### src/rtl/fwdf_pkg.sv
`default_nettype none
// ----------------------------------------------------------------------------
// fwdf_pkg
// shared types and constants of the fixed width decimal formatter
// ----------------------------------------------------------------------------
package fwdf_pkg;

  localparam int MAX_DIGITS = 7;

  localparam int VALUE_W = 32;
  localparam int COUNT_W = 4;
  localparam int CHAR_W  = 8;

  localparam int DIGIT_W   = 4;
  localparam int BCD_W     = DIGIT_W * MAX_DIGITS;
  localparam int LEN_W     = $clog2(MAX_DIGITS + 1);
  localparam int DIG_IDX_W = (MAX_DIGITS > 1) ? $clog2(MAX_DIGITS) : 1;

  // double dabble engine: bits consumed per cycle and number of cycles
  localparam int DD_BITS  = 5;
  localparam int DD_STEPS = (VALUE_W + DD_BITS - 1) / DD_BITS;
  localparam int DD_W     = DD_STEPS * DD_BITS;
  localparam int STEP_W   = (DD_STEPS > 1) ? $clog2(DD_STEPS) : 1;

  // job queue between front and back
  localparam int QUEUE_DEPTH = 2;
  localparam int QPTR_W      = (QUEUE_DEPTH > 1) ? $clog2(QUEUE_DEPTH) : 1;
  localparam int QCNT_W      = $clog2(QUEUE_DEPTH + 1);

  localparam logic [CHAR_W-1:0] ASCII_ZERO = 8'd48;
  localparam logic [CHAR_W-1:0] ASCII_ERR  = 8'd69;

  typedef logic [DIGIT_W-1:0] digit_t;
  typedef logic [MAX_DIGITS-1:0][DIGIT_W-1:0] bcd_t;

  typedef struct packed {
    logic [VALUE_W-1:0] value;
    logic [COUNT_W-1:0] digit_count;
  } in_item_t;

  typedef struct packed {
    logic [CHAR_W-1:0] character;
    logic              last;
  } out_item_t;

  // one classified request as handed from front to back
  typedef struct packed {
    logic             is_err;
    logic [LEN_W-1:0] len;
    bcd_t             digits;
  } job_t;

endpackage : fwdf_pkg
`default_nettype wire

### src/rtl/fwdf_front.sv
`default_nettype none
// ----------------------------------------------------------------------------
// fwdf_front
// request intake, classification and binary to bcd conversion
// ----------------------------------------------------------------------------
module fwdf_front import fwdf_pkg::*; (
  input  wire logic     clk,
  input  wire logic     rst_n,
  input  wire logic     in_push,
  input  wire in_item_t in_data,
  output logic          in_full,
  output logic          job_push,
  output job_t          job_data,
  input  wire logic     job_full
);

  typedef enum logic [1:0] {ENG_IDLE, ENG_CONV, ENG_PUSH} eng_state_t;

  eng_state_t        state_r, state_nxt;
  logic [STEP_W-1:0] step_r, step_nxt;
  logic [DD_W-1:0]   shift_r, shift_nxt;
  bcd_t              bcd_r, bcd_nxt;
  logic [LEN_W-1:0]  len_r, len_nxt;
  logic              err_r, err_nxt;
  logic              hold_valid_r, hold_valid_nxt;
  in_item_t          hold_r, hold_nxt;

  bcd_t bcd_step;
  logic last_step;
  logic conv_done;
  logic eng_free;
  logic take_hold;
  logic in_acc;

  // shift-add-3 over several input bits, top carry dropped
  function automatic bcd_t dd_step(input bcd_t b, input logic [DD_BITS-1:0] bits);
    bcd_t             t;
    logic [BCD_W-1:0] f;
    t = b;
    for (int i = DD_BITS - 1; i >= 0; i--) begin
      for (int d = 0; d < MAX_DIGITS; d++) begin
        if (t[d] >= digit_t'(5)) begin
          t[d] = t[d] + digit_t'(3);
        end
      end
      f = t;
      f = {f[BCD_W-2:0], bits[i]};
      t = f;
    end
    return t;
  endfunction

  assign bcd_step  = dd_step(bcd_r, shift_r[DD_W-1 -: DD_BITS]);
  assign last_step = (step_r == STEP_W'(DD_STEPS - 1));
  assign conv_done = (state_r == ENG_CONV) && last_step;
  assign job_push  = ((state_r == ENG_PUSH) || conv_done) && !job_full;
  assign eng_free  = (state_r == ENG_IDLE) || job_push;
  assign take_hold = eng_free && hold_valid_r;
  assign in_full   = hold_valid_r && !eng_free;
  assign in_acc    = in_push && !in_full;

  always_comb begin
    job_data.is_err = err_r;
    job_data.len    = len_r;
    if (state_r == ENG_PUSH) begin
      job_data.digits = bcd_r;
    end else begin
      job_data.digits = bcd_step;
    end
  end

  always_comb begin
    state_nxt      = state_r;
    step_nxt       = step_r;
    shift_nxt      = shift_r;
    bcd_nxt        = bcd_r;
    len_nxt        = len_r;
    err_nxt        = err_r;
    hold_valid_nxt = hold_valid_r;
    hold_nxt       = hold_r;

    case (state_r)
      ENG_CONV: begin
        if (!last_step) begin
          step_nxt  = step_r + STEP_W'(1);
          shift_nxt = shift_r << DD_BITS;
          bcd_nxt   = bcd_step;
        end else if (job_full) begin
          state_nxt = ENG_PUSH;
          bcd_nxt   = bcd_step;
        end
      end
      ENG_PUSH: begin
      end
      default: begin
      end
    endcase

    if (job_push) begin
      state_nxt = ENG_IDLE;
    end

    // start the held request as soon as the engine frees up
    if (take_hold) begin
      hold_valid_nxt = 1'b0;
      len_nxt        = hold_r.digit_count[LEN_W-1:0];
      err_nxt        = (hold_r.digit_count > COUNT_W'(MAX_DIGITS));
      step_nxt       = '0;
      shift_nxt      = DD_W'(hold_r.value);
      bcd_nxt        = '0;
      if (hold_r.digit_count > COUNT_W'(MAX_DIGITS)) begin
        state_nxt = ENG_PUSH;
      end else begin
        state_nxt = ENG_CONV;
      end
    end

    // zero count requests produce nothing and are dropped here
    if (in_acc && (in_data.digit_count != '0)) begin
      hold_valid_nxt = 1'b1;
      hold_nxt       = in_data;
    end
  end

  always_ff @(posedge clk) begin
    if (!rst_n) begin
      state_r      <= ENG_IDLE;
      hold_valid_r <= 1'b0;
    end else begin
      state_r      <= state_nxt;
      hold_valid_r <= hold_valid_nxt;
    end
    step_r  <= step_nxt;
    shift_r <= shift_nxt;
    bcd_r   <= bcd_nxt;
    len_r   <= len_nxt;
    err_r   <= err_nxt;
    hold_r  <= hold_nxt;
  end

endmodule : fwdf_front
`default_nettype wire

### src/rtl/fwdf_queue.sv
`default_nettype none
// ----------------------------------------------------------------------------
// fwdf_queue
// short job queue decoupling conversion from character output
// ----------------------------------------------------------------------------
module fwdf_queue import fwdf_pkg::*; (
  input  wire logic clk,
  input  wire logic rst_n,
  input  wire logic push,
  input  wire job_t push_data,
  output logic      full,
  input  wire logic pop,
  output job_t      pop_data,
  output logic      valid
);

  job_t              slot_r [QUEUE_DEPTH];
  logic [QPTR_W-1:0] wr_ptr_r, wr_ptr_nxt;
  logic [QPTR_W-1:0] rd_ptr_r, rd_ptr_nxt;
  logic [QCNT_W-1:0] cnt_r, cnt_nxt;
  logic              do_push;
  logic              do_pop;

  assign full     = (cnt_r == QCNT_W'(QUEUE_DEPTH));
  assign valid    = (cnt_r != '0);
  assign pop_data = slot_r[rd_ptr_r];
  assign do_push  = push && !full;
  assign do_pop   = pop && valid;

  always_comb begin
    wr_ptr_nxt = wr_ptr_r;
    rd_ptr_nxt = rd_ptr_r;
    cnt_nxt    = cnt_r;
    if (do_push) begin
      wr_ptr_nxt = (wr_ptr_r == QPTR_W'(QUEUE_DEPTH - 1)) ? '0 : wr_ptr_r + QPTR_W'(1);
    end
    if (do_pop) begin
      rd_ptr_nxt = (rd_ptr_r == QPTR_W'(QUEUE_DEPTH - 1)) ? '0 : rd_ptr_r + QPTR_W'(1);
    end
    case ({do_push, do_pop})
      2'b10:   cnt_nxt = cnt_r + QCNT_W'(1);
      2'b01:   cnt_nxt = cnt_r - QCNT_W'(1);
      default: cnt_nxt = cnt_r;
    endcase
  end

  always_ff @(posedge clk) begin
    if (!rst_n) begin
      wr_ptr_r <= '0;
      rd_ptr_r <= '0;
      cnt_r    <= '0;
    end else begin
      wr_ptr_r <= wr_ptr_nxt;
      rd_ptr_r <= rd_ptr_nxt;
      cnt_r    <= cnt_nxt;
    end
    if (do_push) begin
      slot_r[wr_ptr_r] <= push_data;
    end
  end

endmodule : fwdf_queue
`default_nettype wire

### src/rtl/fwdf_back.sv
`default_nettype none
// ----------------------------------------------------------------------------
// fwdf_back
// walks a job's digits out as ascii characters, one per cycle unless stalled
// ----------------------------------------------------------------------------
module fwdf_back import fwdf_pkg::*; (
  input  wire logic      clk,
  input  wire logic      rst_n,
  input  wire logic      job_valid,
  input  wire job_t      job_data,
  output logic           job_pop,
  output logic           out_empty,
  output out_item_t      out_data,
  input  wire logic      out_pop
);

  logic             act_r, act_nxt;
  job_t             job_r, job_nxt;
  logic [LEN_W-1:0] pos_r, pos_nxt;
  logic             out_valid_r, out_valid_nxt;
  out_item_t        out_r, out_nxt;

  logic             can_emit;
  logic             is_last;
  logic             finishing;
  logic [LEN_W-1:0] dig_pos;
  digit_t           cur_digit;
  out_item_t        cur_item;

  assign can_emit  = !out_valid_r || out_pop;
  assign is_last   = job_r.is_err || (pos_r == job_r.len - LEN_W'(1));
  assign finishing = act_r && can_emit && is_last;
  assign job_pop   = job_valid && (!act_r || finishing);

  // most significant requested digit first
  assign dig_pos   = job_r.len - LEN_W'(1) - pos_r;
  assign cur_digit = job_r.digits[dig_pos[DIG_IDX_W-1:0]];

  always_comb begin
    cur_item.last = is_last;
    if (job_r.is_err) begin
      cur_item.character = ASCII_ERR;
    end else begin
      cur_item.character = CHAR_W'(cur_digit) + ASCII_ZERO;
    end
  end

  always_comb begin
    act_nxt       = act_r;
    job_nxt       = job_r;
    pos_nxt       = pos_r;
    out_valid_nxt = out_valid_r;
    out_nxt       = out_r;

    if (act_r && can_emit) begin
      out_valid_nxt = 1'b1;
      out_nxt       = cur_item;
      pos_nxt       = pos_r + LEN_W'(1);
    end else if (out_pop) begin
      out_valid_nxt = 1'b0;
    end

    if (job_pop) begin
      act_nxt = 1'b1;
      job_nxt = job_data;
      pos_nxt = '0;
    end else if (finishing) begin
      act_nxt = 1'b0;
    end
  end

  always_ff @(posedge clk) begin
    if (!rst_n) begin
      act_r       <= 1'b0;
      out_valid_r <= 1'b0;
    end else begin
      act_r       <= act_nxt;
      out_valid_r <= out_valid_nxt;
    end
    job_r <= job_nxt;
    pos_r <= pos_nxt;
    out_r <= out_nxt;
  end

  assign out_empty = !out_valid_r;
  assign out_data  = out_r;

endmodule : fwdf_back
`default_nettype wire

### src/rtl/fixed_width_decimal_formatter_unit.sv
`default_nettype none
// ----------------------------------------------------------------------------
// fixed_width_decimal_formatter_unit
// 32-bit binary to fixed width ascii decimal, leading zeros, msd first
// ----------------------------------------------------------------------------
// the first character of a digit request passes through the hold register,
//   the double dabble steps, the job load and the output register
// the double dabble engine consumes 5 value bits a cycle; a new request can
//   wait in hold register meanwhile; output runs 1 char/cycle unless stalled
// error requests skip conversion; zero count requests are dropped on entry
// reset: synchronous active low rst_n clears the state, valid and pointer
//   registers; queue slots and other payload registers are not cleared
// ----------------------------------------------------------------------------
module fixed_width_decimal_formatter_unit import fwdf_pkg::*; (
  input  wire logic      clk,
  input  wire logic      rst_n,
  // request side
  input  wire logic      in_push,
  input  wire in_item_t  in_data,
  output logic           in_full,
  // character side
  output logic           out_empty,
  output out_item_t      out_data,
  input  wire logic      out_pop
);

  // front to queue
  logic job_push;
  job_t job_push_data;
  logic job_full;

  // queue to back
  logic job_pop;
  job_t job_pop_data;
  logic job_valid;

  // front: holds one request while the engine converts the previous one,
  // classifies it (error or digits) and produces the packed bcd digits
  fwdf_front u_front (
    .clk      (clk),
    .rst_n    (rst_n),
    .in_push  (in_push),
    .in_data  (in_data),
    .in_full  (in_full),
    .job_push (job_push),
    .job_data (job_push_data),
    .job_full (job_full)
  );

  // short queue so conversion of the next request overlaps output of this one
  fwdf_queue u_queue (
    .clk       (clk),
    .rst_n     (rst_n),
    .push      (job_push),
    .push_data (job_push_data),
    .full      (job_full),
    .pop       (job_pop),
    .pop_data  (job_pop_data),
    .valid     (job_valid)
  );

  // back: picks digits msd first into a registered output stage; the next
  // job is taken in the cycle the last character of the current one enters it
  fwdf_back u_back (
    .clk       (clk),
    .rst_n     (rst_n),
    .job_valid (job_valid),
    .job_data  (job_pop_data),
    .job_pop   (job_pop),
    .out_empty (out_empty),
    .out_data  (out_data),
    .out_pop   (out_pop)
  );

endmodule : fixed_width_decimal_formatter_unit
`default_nettype wire

### config.mk
export PLATFORM = sky130hd
export DESIGN_NAME = fixed_width_decimal_formatter_unit
export DESIGN_NICKNAME = d
export VERILOG_FILES = /design/src/rtl/fwdf_pkg.sv /design/src/rtl/fwdf_front.sv /design/src/rtl/fwdf_queue.sv /design/src/rtl/fwdf_back.sv /design/src/rtl/fixed_width_decimal_formatter_unit.sv
export SDC_FILE = /design/constraint.sdc
export NUM_CORES = 1
export LEC_CHECK = 0
export BUFFER_PORTS_ARGS = -buffer_cell sky130_fd_sc_hd__buf_2
export CAP_MARGIN = 10
export CORE_UTILIZATION = 44
export CTS_CLUSTER_SIZE = 28
export DETAILED_ROUTE_END_ITERATION = 12
export HOLD_SLACK_MARGIN = 0.15
export PLACE_DENSITY = 0.56
export SKIP_CTS_REPAIR_TIMING = 1
export SLEW_MARGIN = 10
export SYNTH_ARGS = -nofsm -noshare
export SYNTH_HDL_FRONTEND = slang
export SYNTH_SLANG_ARGS = --single-unit
export TNS_END_PERCENT = 50
### constraint.sdc
create_clock -name clk -period 13.2 [get_ports clk]
set_input_delay 0.66 -clock clk [delete_from_list [all_inputs] [get_ports clk]]
set_output_delay 0.66 -clock clk [all_outputs]
set_load 0.01 [all_outputs]
Word-level counts from Yosys, hierarchy flattened:

Memories as Yosys holds them, arrays and structs flattened. A register that Yosys moved wholly into a read port is not among the register bits.
Index checks and enable logic that the tools add are counted.

* register bits after elaboration: 127
* RAM bits: 64
* input bits: 40
* output and inout bits: 11
* word-level logic and storage cells: 212
* memories: 1

Memories
* u_queue.slot_r: words 2, bits a word 32, rd ports 1, clocked after Yosys merged registers in 1, wr ports 1, RTL line fwdf_queue.sv:17 `job_t slot_r [QUEUE_DEPTH];`

* add/sub/neg operators: 44
* magnitude comparators: 37
* eq/ne operators: 9
* multiplexer cells: 60
* bitwise logic cells: 1
* reductions and logical operators: 36

Operator list (count)
* $ge 4x3->1 const B: 35
* $mux 4: 31
* $add 4x2->4 const B: 30
* $mux 32: 3
* $mux 28: 3
* $add 3x2->3 const B: 5
* $mux 3: 5
* $bmux 4 s3: 1
* $mux 2: 6
* $reduce_bool 2->1: 6
* $logic_and 1x1->1: 11
* $mux 1: 10
* $reduce_bool 3->1: 3
* $add 4x6->7 const B: 1
* $add 3x1->3 const B: 2
* $eq 2x2->1 const B: 3
* $reduce_and 2->1: 3
* $logic_not 1->1: 5
* $logic_or 1x1->1: 5
* $eq 2x1->1 const B: 2
* $gt 4x3->1 const B: 1
* $lt 3x4->1 const B: 1
* $pmux 2 s2: 1
* $reduce_bool 4->1: 1
* other kinds (12): 13

Logic depth before layout (Yosys ltp):

* depth after elaboration: 12
* gate-level depth with buffers: 25
* depth with buffers taken out: 24

Modules after synthesis:

A second synthesis with hierarchy kept.

* cells, all modules: 1281
* area total of the unflattened synthesis: 13092.6 µm²

Modules (own cells, without submodules)
* fwdf_front: times used 1, cells each 1049, area an instance 8762.2 µm²
* fwdf_queue: times used 1, cells each 126, area an instance 2539.9 µm²
* fwdf_back: times used 1, cells each 106, area an instance 1790.5 µm²

Least setup slack after synthesis:

Ideal clock, no wire load.

* path type: register to register
* start point: register u_front.bcd_r[21] in the netlist's numbering
* end point: memory u_queue.slot_r[0][25] in the netlist's numbering (data pin)
* library setup time: 0.273 ns
* arrival: 4.048 ns
* setup slack: 8.879 ns
* stages on the path, launching flop included: 23
* cells stage by stage: dfxtp_1 inv_1 ha_1 nor2b_1 a2bb2oi_1 and2_1 inv_1 ha_1 or3_1 a211oi_1 or2_1 buf_2 nor2_1 xnor2_1 ha_1 o21bai_1 a21oi_1 a21oi_1 ha_1 nand2b_1 a21oi_1 xnor2_1 o21ai_0

RTL lines
* start, declared: RTL line fwdf_front.sv:22 `bcd_t bcd_r, bcd_nxt;`
* start signal, assigned: RTL line fwdf_front.sv:135 `bcd_r <= bcd_nxt;`
* end, declared: RTL line fwdf_queue.sv:17

==> results.sh <==
export IMPL_status="finished clean"
export IMPL_fp_dieW_um=171
export IMPL_synth_seq_cells=221
export IMPL_syn_to_final_growth_pct=10.9
export IMPL_worstSkewPairLatency_ns=0.52
export IMPL_grt_pass1_wl_mm=41.1
export IMPL_drt_pass1_iter_count=4
export IMPL_worst_slew_pin_slew_ns=1.03
export IMPL_gp_congestion=0.842
export IMPL_ys_async_sr_fraction_pct=0
export IMPL_cts_sinks=221
export IMPL_setup_tns_ns=0
export IMPL_die_h_um=171
export IMPL_core_area_um2=27900
export IMPL_dp_cells=1616
export IMPL_setup_viol=0
export IMPL_path_common_cell="ha_1"
export IMPL_antenna_cells=0
export IMPL_viasPerCell=5.39
export IMPL_fill_cells=2538
export IMPL_ys_types=95
export IMPL_fin_nets=1346
export IMPL_routed_wl_mm=25.1
export IMPL_most_common_layout_cells="edfxtp_1, nand2_1, a21oi_1, nor2_1, o21ai_0"
export IMPL_synth_edff_count=175
export IMPL_drtIter0Drc=501
export IMPL_synth_cells=1228
export IMPL_syn_num_nets=1310
export IMPL_critPathArrivalTime_ns=5.29
export IMPL_wire_per_inst_um=15.1
export IMPL_ys_warn_count=0
export IMPL_layout_commonest_cell="edfxtp_1"
export IMPL_portBuffers=49
export IMPL_cts_buffers=24
export IMPL_startpoint_type="flop"
export IMPL_crit_type="reg2reg"
export IMPL_slew_viol_final=0
export IMPL_finalHoldViolations=0
export IMPL_start_util_pct=45.1
export IMPL_worstHoldPathType="in2reg"
export IMPL_synth_ff_type="edfxtp_1"
export IMPL_max_freq_mhz=202
export IMPL_slowest_delay_ns=0.46
export IMPL_antenna_found_initial=0
export IMPL_row_count=61
export IMPL_num_io_pins=51
export IMPL_fin_crit_sh_pct=37.6
export IMPL_syn_area_um2=12600
export IMPL_placed_area_um2=13200
export IMPL_crit_fanout=7
export IMPL_grt_pass1_vias=8381
export IMPL_drc=0
export IMPL_drive_above_1_share_pct=15.5
export IMPL_grt_start_max_net_pins=49
export IMPL_cts_tree="done"
export IMPL_ys_seq_area_share_pct=49.1
export IMPL_gr_usage_all_layers_pct=17.4
export IMPL_rsz0062_at_grt="no"
export IMPL_final_cell_area_um2=14000
export IMPL_place_hpwl_mm=17.5
export IMPL_crit_chain="inv_1, ha_1, nor2b_1, a2bb2oi_1, and2_1, inv_1, ha_1, or3_1, a211oi_1, or2_1, nor2_1, xnor2_1, ha_1, o21bai_1, a21oi_1, a21oi_1, ha_1, nand2b_1, a21boi_0, mux2i_1, o21ai_0, o21ai_0"
export IMPL_cts_root_buffer="clkbuf_16"
export IMPL_vias=8942
export IMPL_design_die_area_um2=29300
export IMPL_finalNonFillerCells=1659
export IMPL_skew_ns=0.0268
export IMPL_end_kind="flop"
export IMPL_htree_levels=1
export IMPL_slew_headroom_pct=30.6
export IMPL_ant_nets=0
export IMPL_worst_setup_hold_path_clk_slew_ns=0.06
export IMPL_maxCapViolCount=0
export IMPL_ctsLongestPathBuffers=3
export IMPL_grt_ovfl_total=0
export IMPL_worst_path_max_delay_cell="xnor2_1"
export IMPL_post_route_min_period_ns=4.96
export IMPL_postSynthAreaPerCell_um2=10.3
export IMPL_cp_required_ns=13.53
## logic make-up (layout without fill, tap and decap cells)
family                     Yosys count  in the layout  synth area share, %
and+or+nand+nor                    390            390                 14.4
AOI/OAI and AO/OA                  354            354                 19.4
DFF                                221            221                 49.1
buffers and inverters              115            168                 3.69
muxes                               77             77                 7.08
adders and majority gates           42             42                 4.23
xor gates and xnor gates            28             28                 2.13
other                                1              1               0.0298
## cells in the mapped netlist (all sizes together) (15+ instances only)
cell type | instances | area (µm²)
a211oi | 24 | 203
mux2i | 23 | 230
ha | 41 | 513
edfxtp | 175 | 5260
xnor2 | 17 | 164
nand2b | 18 | 113
buf | 15 | 88.8
and2 | 28 | 178
nor3 | 21 | 105
nand2 | 169 | 634
clkbuf | 34 | 128
nor2 | 84 | 315
o21ai | 90 | 458
a31oi | 19 | 125
a21oi | 99 | 522
dfxtp | 46 | 921
mux2 | 50 | 571
inv | 66 | 248
## through the flow
stage	setup slack (ns)	hold WS [ns]	utilization, %
6_report	8.24	0.312	50.0
5_1_grt	7.61	0.292	50.0
4_1_cts	8.19	0.288	50.0
3_5_place_dp	8.22	0.406	47.3
3_3_place_gp	8.37	0.406	47.3
2_1_floorplan	8.88	0.400	-
## final timing paths
kind | startpoint | to | slack, ns | cells after the start
setup / recovery | u_front.bcd_r[21] | u_queue.slot_r[1][26] | 8.24 | 22
hold reg to reg | u_front.hold_r[0] | u_front.len_r[0] | 0.42 | 0
setup reg to reg | u_front.bcd_r[21] | u_queue.slot_r[1][26] | 8.24 | 22
hold / removal | in_data[31] | u_front.hold_r[31] | 0.31 | 1
## cell type report
type	count	area (µm²)	share of cell area, %
Clock buffer	31	647	4.64
Clock inverter	12	96.3	0.690
Inverter	66	248	1.78
Multi-Input combinational cell	892	5990	43.0
Sequential cell	221	6180	44.3
Tap cell	378	473	3.39
Timing Repair Buffer	59	320	2.30
## sequential cells by signal (all words and copies together), names as in the netlist, 2 cells and up
name / flops
u_back.job_r: 32
u_queue.slot_r: 64
u_front.shift_r: 35
u_back.pos_r: 3
u_front.bcd_r: 28
u_queue.cnt_r: 2
u_front.step_r: 3
u_front.len_r: 3
u_front.state_r: 2
u_back.out_data: 7
u_front.hold_r: 36
## routing by layer
metal  GRT usage, %  vias up  share of wire [%]
li1               -     4570                  -
met1           23.8     4229                 49
met2           29.5      116                 47
met3           2.11       27                2.6
met4           3.88        0                1.4
met5              0        -                  0
## critical path: cells and delay by family (launching register included)
kind | cells | cell delay [ns]
AO/OA/AOI/OAI | 8 | 1.37
AND/OR/NAND/NOR | 6 | 1.26
adder cells (fa/ha/maj) | 4 | 0.94
XOR/XNOR | 1 | 0.46
flip-flops | 1 | 0.34
multiplexers | 1 | 0.21
buffers and inverters | 2 | 0.17
Power is left out: the tool's default activity adds up to more than one toggle a clock period on the data nets, which glitch-free logic cannot reach.
